**config.mk**
```make
export PLATFORM = sky130hd
export DESIGN_NAME = ffha_seq
export DESIGN_NICKNAME = d
export VERILOG_FILES = /design/src/ffha_pkg.sv /design/src/ffha_seq.sv
export SDC_FILE = /design/constraint.sdc
export NUM_CORES = 1
export LEC_CHECK = 0
export ABC_AREA = 1
export BUFFER_PORTS_ARGS = -buffer_cell sky130_fd_sc_hd__buf_2
export CAP_MARGIN = 30
export CORE_AREA = 3 3 94 186
export CTS_CLUSTER_SIZE = 28
export DETAILED_ROUTE_END_ITERATION = 8
export DIE_AREA = 0 0 97 189
export PLACE_DENSITY = 0.74
export SLEW_MARGIN = 0
export SYNTH_ARGS = -nofsm -noshare
export SYNTH_HDL_FRONTEND = slang
export SYNTH_SLANG_ARGS = --single-unit
```
**constraint.sdc**
```tcl
create_clock -name clk -period 7 [get_ports clk]
set_clock_uncertainty 0.1 [all_clocks]
set_input_delay 1.4 -clock clk [delete_from_list [all_inputs] [get_ports clk]]
set_output_delay 1.4 -clock clk [all_outputs]
set_load 0.02 [all_outputs]
```
**src/ffha_pkg.sv**
```systemverilog
`timescale 1ns / 1ps

package ffha_pkg;

	localparam int HEAP_WORDS_DEF = 1024;
	localparam int WORD_BYTES_DEF = 4;

	localparam int REQ_BYTES_W = 13;
	localparam int BLK_IDX_W   = 10;
	localparam int PIDX_W      = 10;

	typedef enum logic {
		OP_ALLOC = 1'b0,
		OP_FREE  = 1'b1
	} op_t;

	typedef enum logic {
		STAT_OK   = 1'b0,
		STAT_FULL = 1'b1
	} status_t;

	typedef struct packed {
		op_t                    opcode;
		logic [REQ_BYTES_W-1:0] request_bytes;
		logic [BLK_IDX_W-1:0]   block_index;
	} req_t;

	typedef struct packed {
		logic [PIDX_W-1:0] payload_index;
		status_t           status;
	} res_t;

endpackage

```
**src/ffha_seq.sv**
```systemverilog
`timescale 1ns / 1ps

// Walk sequencer: a shared adder steps the walk index, one header read per step.
module ffha_seq #(
	parameter int HEAP_WORDS = ffha_pkg::HEAP_WORDS_DEF,
	parameter int WORD_BYTES = ffha_pkg::WORD_BYTES_DEF,
	parameter int AW         = $clog2(HEAP_WORDS),
	parameter int HDR_W      = AW + 1
) (
	input  logic             clk,
	input  logic             arst_n,
	input  logic             req_valid,
	output logic             req_ready,
	input  ffha_pkg::req_t   req,
	output logic             res_valid,
	input  logic             res_ready,
	output ffha_pkg::res_t   res,
	output logic             mem_we,
	output logic [AW-1:0]    mem_waddr,
	output logic [HDR_W-1:0] mem_wdata,
	output logic [AW-1:0]    mem_raddr,
	input  logic [HDR_W-1:0] mem_rdata
);

	import ffha_pkg::*;

	localparam int CW = (AW + 5 > 15) ? AW + 5 : 15;
	// ceil(x / WORD_BYTES) as ((x + WORD_BYTES - 1) * RECIP) >> SH, exact for x below 2**14
	localparam int SH = 17;
	localparam int unsigned RECIP = (2**SH + WORD_BYTES - 1) / WORD_BYTES;

	typedef enum logic [3:0] {
		S_INIT, S_IDLE, S_WAIT_H, S_HDR, S_MERGE, S_WAIT_M, S_MHDR,
		S_FIT, S_SPLIT, S_FWAIT, S_FNEG, S_DONE
	} state_t;

	state_t                 state_q;
	logic [AW-1:0]          i_q;
	logic [AW-1:0]          addr_q;
	logic [AW:0]            s_q;
	logic [REQ_BYTES_W-1:0] ni_q;
	logic [REQ_BYTES_W-1:0] nbytes_q;
	res_t                   res_q;

	logic [13:0]   nb_round;
	logic [31:0]   ni_prod;
	logic          hdr_neg;
	logic [AW:0]   mag;
	logic [CW-1:0] step_opnd;
	logic [CW-1:0] sum;
	logic [CW-1:0] merged;
	logic          merge_ok;
	logic          fits;
	logic          split;

	assign nb_round = 14'(req.request_bytes) + 14'(WORD_BYTES - 1);
	assign ni_prod  = 32'(nb_round) * 32'(RECIP);

	assign hdr_neg = mem_rdata[HDR_W-1];
	assign mag     = -mem_rdata;

	// shared adder: i + 1 + size (header in S_HDR, block size otherwise)
	assign step_opnd = (state_q == S_HDR) ? CW'(mem_rdata) : CW'(s_q);
	assign sum       = CW'(i_q) + CW'(1) + step_opnd;

	assign merged   = CW'(s_q) + CW'(1) + CW'(mag);
	assign merge_ok = hdr_neg && (sum + CW'(1) + CW'(mag) <= CW'(HEAP_WORDS));
	assign fits     = (sum <= CW'(HEAP_WORDS)) &&
	                  (CW'(s_q) * CW'(WORD_BYTES) >= CW'(nbytes_q));
	assign split    = CW'(s_q) >= CW'(ni_q) + CW'(2);

	assign req_ready = (state_q == S_IDLE);
	assign res_valid = (state_q == S_DONE);
	assign res       = res_q;
	assign mem_raddr = addr_q;

	always_comb begin
		mem_we    = 1'b0;
		mem_waddr = i_q;
		mem_wdata = HDR_W'(CW'(0) - merged);
		unique case (state_q)
			S_INIT: begin
				mem_we    = 1'b1;
				mem_waddr = '0;
				mem_wdata = HDR_W'(1 - HEAP_WORDS);
			end
			S_MHDR: begin
				mem_we = merge_ok;
			end
			S_FIT: begin
				mem_we = fits;
				if (split) begin
					mem_waddr = AW'(CW'(i_q) + CW'(1) + CW'(ni_q));
					mem_wdata = HDR_W'(CW'(ni_q) + CW'(1) - CW'(s_q));
				end else begin
					mem_wdata = HDR_W'(s_q);
				end
			end
			S_SPLIT: begin
				mem_we    = 1'b1;
				mem_wdata = HDR_W'(ni_q);
			end
			S_FNEG: begin
				mem_we    = 1'b1;
				mem_waddr = addr_q;
				mem_wdata = -mem_rdata;
			end
			default: begin
				mem_we = 1'b0;
			end
		endcase
	end

	always_ff @(posedge clk or negedge arst_n) begin
		if (!arst_n) begin
			state_q  <= S_INIT;
			i_q      <= '0;
			addr_q   <= '0;
			s_q      <= '0;
			ni_q     <= '0;
			nbytes_q <= '0;
			res_q    <= '0;
		end else begin
			unique case (state_q)
				S_INIT: begin
					state_q <= S_IDLE;
				end
				S_IDLE: begin
					if (req_valid) begin
						nbytes_q <= req.request_bytes;
						ni_q     <= ni_prod[SH +: REQ_BYTES_W];
						res_q    <= '{payload_index: '0, status: STAT_OK};
						if (req.opcode == OP_ALLOC) begin
							i_q     <= '0;
							addr_q  <= '0;
							state_q <= S_WAIT_H;
						end else if (req.block_index != '0 &&
						             CW'(req.block_index) <= CW'(HEAP_WORDS)) begin
							addr_q  <= AW'(CW'(req.block_index) - CW'(1));
							state_q <= S_FWAIT;
						end else begin
							state_q <= S_DONE;
						end
					end
				end
				S_WAIT_H: begin
					state_q <= S_HDR;
				end
				S_HDR: begin
					if (hdr_neg) begin
						s_q     <= mag;
						state_q <= S_MERGE;
					end else if (sum >= CW'(HEAP_WORDS)) begin
						res_q   <= '{payload_index: '0, status: STAT_FULL};
						state_q <= S_DONE;
					end else begin
						i_q     <= AW'(sum);
						addr_q  <= AW'(sum);
						state_q <= S_WAIT_H;
					end
				end
				S_MERGE: begin
					if (sum >= CW'(HEAP_WORDS)) begin
						state_q <= S_FIT;
					end else begin
						addr_q  <= AW'(sum);
						state_q <= S_WAIT_M;
					end
				end
				S_WAIT_M: begin
					state_q <= S_MHDR;
				end
				S_MHDR: begin
					if (merge_ok) begin
						s_q     <= (AW+1)'(merged);
						state_q <= S_MERGE;
					end else begin
						state_q <= S_FIT;
					end
				end
				S_FIT: begin
					if (fits) begin
						res_q   <= '{payload_index: PIDX_W'(CW'(i_q) + CW'(1)),
						             status: STAT_OK};
						state_q <= split ? S_SPLIT : S_DONE;
					end else if (sum >= CW'(HEAP_WORDS)) begin
						res_q   <= '{payload_index: '0, status: STAT_FULL};
						state_q <= S_DONE;
					end else begin
						i_q     <= AW'(sum);
						addr_q  <= AW'(sum);
						state_q <= S_WAIT_H;
					end
				end
				S_SPLIT: begin
					state_q <= S_DONE;
				end
				S_FWAIT: begin
					state_q <= S_FNEG;
				end
				S_FNEG: begin
					state_q <= S_DONE;
				end
				S_DONE: begin
					if (res_ready) begin
						state_q <= S_IDLE;
					end
				end
				default: begin
					state_q <= S_IDLE;
				end
			endcase
		end
	end

endmodule

```
==> After elaboration in Yosys (flattened, before gate mapping) <==
Index checks and enable logic that the tools add are counted.
{ "totals": {"reg_bits": 71, "inputBits": 39, "output_inout_bits": 45, "word_cells": 99} }
{ "classes": {"addsub": 14, "order_cmp": 5, "eq_ne": 19, "n_mux": 38, "n_reduce_logical": 15} }
{ "op_table": {"columns": ["operator", "count"], "rows": [
  ["10-bit two-way mux", 12],
  ["11-bit two-way mux", 8],
  ["10-bit case mux with 3 select lines", 2],
  ["11-bit case mux with 4 select lines", 1],
  ["10-bit case mux with 4 select lines", 1],
  ["4-bit case mux with 10 select lines", 1],
  ["11-bit case mux with 3 select lines", 1],
  ["15-bit by 11-bit <= comparator with 1-bit output, second input constant", 2],
  ["4-bit two-way mux", 6],
  ["11-bit by 1-bit adder with 11-bit output, second input constant", 2],
  ["11-bit case mux with 2 select lines", 1],
  ["4-bit by 3-bit equality test with 1-bit output, second input constant", 4],
  ["4-bit equality test, second input constant", 4],
  ["15-bit by 1-bit adder with 15-bit output, second input constant", 1],
  ["15-bit by 11-bit adder with 15-bit output", 1],
  ["15-bit by 11-bit >= comparator with 1-bit output, second input constant", 1],
  ["13-bit by 2-bit adder with 14-bit output, second input constant", 1],
  ["12-bit by 2-bit adder with 13-bit output, second input constant", 1],
  ["11-bit by 13-bit >= comparator with 1-bit output", 1],
  ["13-bit >= comparator", 1],
  ["11-bit by 11-bit adder with 12-bit output", 1],
  ["2-bit inequality test, second input constant", 6],
  ["10-bit by 1-bit adder with 11-bit output, second input constant", 1],
  ["11-bit adder", 1],
  ["22 further kinds", 30]
]} }

==> Longest topological paths before layout <==
{ "logic_depth": {"depth_word": 9, "depth_mapped": 34, "mapped_depth_nobuf": 31} }

==> Least setup slack after synthesis <==
No wires, ideal clock.
{ "synth_path": {"path_type": "input -> output", "startpoint": "in mem_rdata[0]", "endpoint": "out mem_we", "t_arrival_ps": 3982, "t_required_ps": 5500, "setup_slack_ps": 1518, "path_stages": 25, "path_buffers": 0, "path_cell_list": "nand2_1 -> o21ai_0 -> ha_1 -> inv_1 -> fa_1 -> inv_1 -> nand3_1 -> nand2_1 -> nand2_1 -> nand2_1 -> inv_1 -> ha_1 -> nand2_1 -> nand2_1 -> a21oi_1 -> nand2_1 -> nand2_1 -> nand2_1 -> nand2_1 -> inv_1 -> nor2_1 -> nand3_1 -> nand2_1 -> nand3_1 -> nand4_1"} }
{ "synth_via": {"elab_chain_cells": 7, "elab_cells_between_ends": 10} }
{ "synth_lines": {"columns": ["item", "line_no", "text"], "rows": [
  ["from (decl)", "ffha_seq.sv:22", "input logic [HDR_W-1:0] mem_rdata"],
  ["11-bit two-way mux", "ffha_seq.sv:63", "assign step_opnd = (state_q == S_HDR) ? CW'(mem_rdata) : CW'(s_q);"],
  ["11-bit by 11-bit adder with 12-bit output", "ffha_seq.sv:64", "assign sum = CW'(i_q) + CW'(1) + step_opnd;"],
  ["15-bit by 1-bit adder with 15-bit output", "ffha_seq.sv:67", "assign merge_ok = hdr_neg && (sum + CW'(1) + CW'(mag) <= CW'(HEAP_WORDS));"],
  ["15-bit by 11-bit adder with 15-bit output", "ffha_seq.sv:67", null],
  ["15-bit by 11-bit <= comparator with 1-bit output", "ffha_seq.sv:67", null],
  ["1-bit logical AND", "ffha_seq.sv:67", null],
  ["1-bit case mux with 3 select lines (*)", "ffha_seq.sv:81", "unique case (state_q)"],
  ["to (decl)", "ffha_seq.sv:18", "output logic mem_we,"]
]} }
Every way passes the cells marked *; elsewhere a longest branch is shown, timed or not.

==> Worst setup path after layout <==
{ "layout_path": {"startpoint": "reg state_q[2]", "endpoint": "out mem_we"} }
{ "layout_via": {"elab_chain_cells": 8, "elab_cells_between_ends": 16} }
{ "layout_lines": {"columns": ["item", "line_no", "text"], "rows": [
  ["from (decl)", "ffha_seq.sv:37", "state_t state_q;"],
  ["from (signal assigned)", "ffha_seq.sv:185", "state_q <= split ? S_SPLIT : S_DONE;"],
  ["4-bit by 2-bit equality test with 1-bit output", "ffha_seq.sv:63", null],
  ["11-bit two-way mux", "ffha_seq.sv:63", null],
  ["11-bit by 11-bit adder with 12-bit output", "ffha_seq.sv:64", null],
  ["15-bit by 1-bit adder with 15-bit output", "ffha_seq.sv:67", null],
  ["15-bit by 11-bit adder with 15-bit output", "ffha_seq.sv:67", null],
  ["15-bit by 11-bit <= comparator with 1-bit output", "ffha_seq.sv:67", null],
  ["1-bit logical AND", "ffha_seq.sv:67", null],
  ["1-bit case mux with 3 select lines (*)", "ffha_seq.sv:81", null]
]} }
Marks and branches as above.

==> impl_metrics.ini <==
[logic_synthesis]
synth_compound_area_frac = 0.156
ys_seq_area_frac = 0.202
synthMuxAreaShare = 0.00114
synthCells = 1371
synth_top_family_by_area = simple AND/OR/NAND/NOR gates
netlist_area_um2 = 8810
syn_nets = 1500
avgSynthCellArea_um2 = 6.43
ys_warn_count = 0
synth-seq-cells = 71
yosys.area_share.simple = 0.345
synth_xor_area_frac = 0.0494
synth_cell_types = 54
yosys.area_share.adder = 0.131
synthArstFlopShare = 1.00
synth_edf_count = 0
synthFlopType = dfrtp_1

[sta]
final-max-slew-violation-count = 0
slew_headroom = 0.450
hold_viol = 0
fin_crit_ns = 6.35
setup_viol = 0
max_freq_mhz = 158
period_share = 0.907
rsz0062_at_grt = no
tns_ns = 0
tightest_slew_ns = 0.825

[cts]
cts.path.max_buffers = 2
cts-root-buf = clkbuf_16
hold_buffers = 0
clkSinkCount = 71
worstSkewPairLatency_ns = 0.35
clkTransAtPathRegs_ns = 0.06
htree_num_levels = 3
post-cts-setup-buffers = 0
cts_resized = 0
cts_tree = done
cts_buffers = 9

[critical_path]
worstRegToRegCells = 31
crit_required_ns = 5.50
worst-r2r-setup-slack_ns = 1.96
timing.rr.start = state_q[2]
critical_path_arrival_ns = 4.85
path_common_cell = nand2_1
path_class = reg -> out
slowest_delay_ns = 0.44
crit_slowest_cell = fa_1
end_kind = output port
path_max_fanout = 22
startpoint_type = flip-flop
r2r_end = s_q[6]

[floorplan]
die_h_um = 189
initial_utilization = 0.542
die-area_um2 = 18300
row_count = 66
io_pins = 84
die_w_um = 97
core_area_um2 = 16300

[min_path]
hold_depth = 2
min_from = res[0]
hold_path_class = reg -> reg
whs_endpoint = res[0]

[power]
swShare = 0.590
power_frac_seq = 0.151
vdd_drop_max_uv = 394
switchingPower_uw = 3200
p_leak_uw = 0.00521
power_density_nw_per_um2 = 561
combPwrFrac = 0.769
pwr-share-clk = 0.080
intPower_uw = 2220

[finish]
final_nets = 1577
layout_commonest_cell = nand2_1
utilization = 0.595
design_area_um2 = 9680
syn_to_final_growth_pct = 9.85
layout-drive-gt1-share = 0.130
antennaDiodeCount = 0
final_cell_mix = nand2_1 (396), inv_1 (207), nor2_1 (116)

[detailed_routing]
drc_errors = 0
drt_wl_total_um = 30200
wl_per_cell_um = 18.3
via_per_inst = 5.70
drtIter0Drc = 538
num_vias = 9435
drt_pass1_iterations = 7
antenna_left = 0

[placement]
port_buffers = 83
placed_area_um2 = 9390
gp_congestion = 1.04
dp_hpwl_um = 24700

[run]
drv_cap = 0

[status]
status = complete, no violations

[global_route]
antenna_found_initial = 0
grt_pass1_wl_um = 46800
grt_remaining_overflow = 0
first_global_vias = 9055
track_usage = 0.329
grt_max_degree = 72
## layer usage
metal / vias up / global-route usage / share of wire
met5: - / 0 / 0
met4: 0 / 0.275 / 0.097
met3: 148 / 0.0395 / 0.050
met2: 350 / 0.603 / 0.51
met1: 4313 / 0.322 / 0.34
li1: 4624 / - / -
## cells in the mapped netlist (3+ instances only)
master / number / area share
xnor2_1: 12 / 0.012
o211ai_2: 9 / 0.013
clkbuf_1: 12 / 0.0051
nand2_1: 396 / 0.17
ha_1: 86 / 0.12
o2111ai_1: 3 / 0.0030
buf_1: 3 / 0.0013
nor3_1: 12 / 0.0068
inv_1: 207 / 0.088
nand2_2: 13 / 0.0092
or2_1: 5 / 0.0035
buf_4: 4 / 0.0034
buf_2: 5 / 0.0028
buf_6: 5 / 0.0064
o21bai_1: 5 / 0.0043
nor2_2: 8 / 0.0057
inv_2: 9 / 0.0038
a31oi_1: 6 / 0.0043
a21o_1: 4 / 0.0034
nor2_4: 3 / 0.0038
a22oi_1: 12 / 0.010
o211ai_1: 9 / 0.0077
nand3b_1: 12 / 0.010
o21ai_2: 20 / 0.020
nor4_1: 5 / 0.0035
nand3_1: 77 / 0.044
dfrtp_1: 71 / 0.20
o22ai_1: 7 / 0.0050
fa_1: 4 / 0.0091
nand3_2: 7 / 0.0080
a211oi_1: 4 / 0.0034
nand4_1: 35 / 0.025
nor2_1: 117 / 0.050
o21ai_1: 14 / 0.0080
a21oi_1: 51 / 0.029
o21ai_0: 65 / 0.037
xor2_1: 34 / 0.034
## flip-flops by register name (all words and copies together), names as in the netlist
name and cells:
res 11, ni_q 12, i_q 10, nbytes_q 13
state_q 4, mem_raddr 10, s_q 11
## worst max path at each step
stage | start | endpoint | slack, ns | depth (start not counted)
5_1_grt | state_q[2] | mem_we | 0.22 | 29
6_report | state_q[2] | mem_we | 0.65 | 29
3_3_place_gp | mem_rdata[0] | mem_we | 0.77 | 27
3_5_place_dp | mem_rdata[0] | mem_we | 0.74 | 27
2_1_floorplan | mem_rdata[0] | mem_we | 1.52 | 25
4_1_cts | state_q[2] | mem_we | 0.67 | 29
## cells by family after synthesis
logic type | after synthesis
compound gates | 218
xor+xnor | 48
fa+ha+maj | 90
buf+inv | 247
flops | 71
mux | 1
simple gates | 696
## cell type report
| cell class | instances | area (um2) |
|---|---|---|
| repair buffers | 97 | 543 |
| well taps | 204 | 255 |
| multi-input cells | 1053 | 6030 |
| fillers | 1627 | 6590 |
| inverters | 216 | 811 |
| clock buffers | 13 | 260 |
| clock inverters | 1 | 5.00 |
| flip-flops and latches | 71 | 1780 |
## worst max-delay path: cells and delay by family, from the launching register on
family	cells	cell delay, ns
adders and majority gates	2	0.81
AOI/OAI and AO/OA	2	0.44
DFF	1	0.42
and+or+nand+nor	17	1.79
buffers and inverters	8	1.01
## per-stage QoR
stage / total power (uW) / setup slack (ns) / instances / hold WS (ns)
5_1_grt: 5920 / 0.219 / 1655 / 0.469
4_1_cts: 5390 / 0.667 / 1654 / 0.426
3_5_place_dp: 4940 / 0.738 / 1640 / 0.413
2_1_floorplan: 3870 / 1.52 / 1371 / 0.384
6_report: 5430 / 0.652 / 1655 / 0.422
3_3_place_gp: 4890 / 0.770 / 1640 / 0.401
## power by group through the flow
stage | Clock, uW | Sequential, uW | Combinational [uW]
4_1_cts | 437 | 809 | 4150
2_1_floorplan | 0 | 784 | 3090
5_1_grt | 448 | 831 | 4640
6_report | 432 | 820 | 4180
3_5_place_dp | 0 | 816 | 4120
3_3_place_gp | 0 | 811 | 4070
Power figures use the tool's default switching activity.
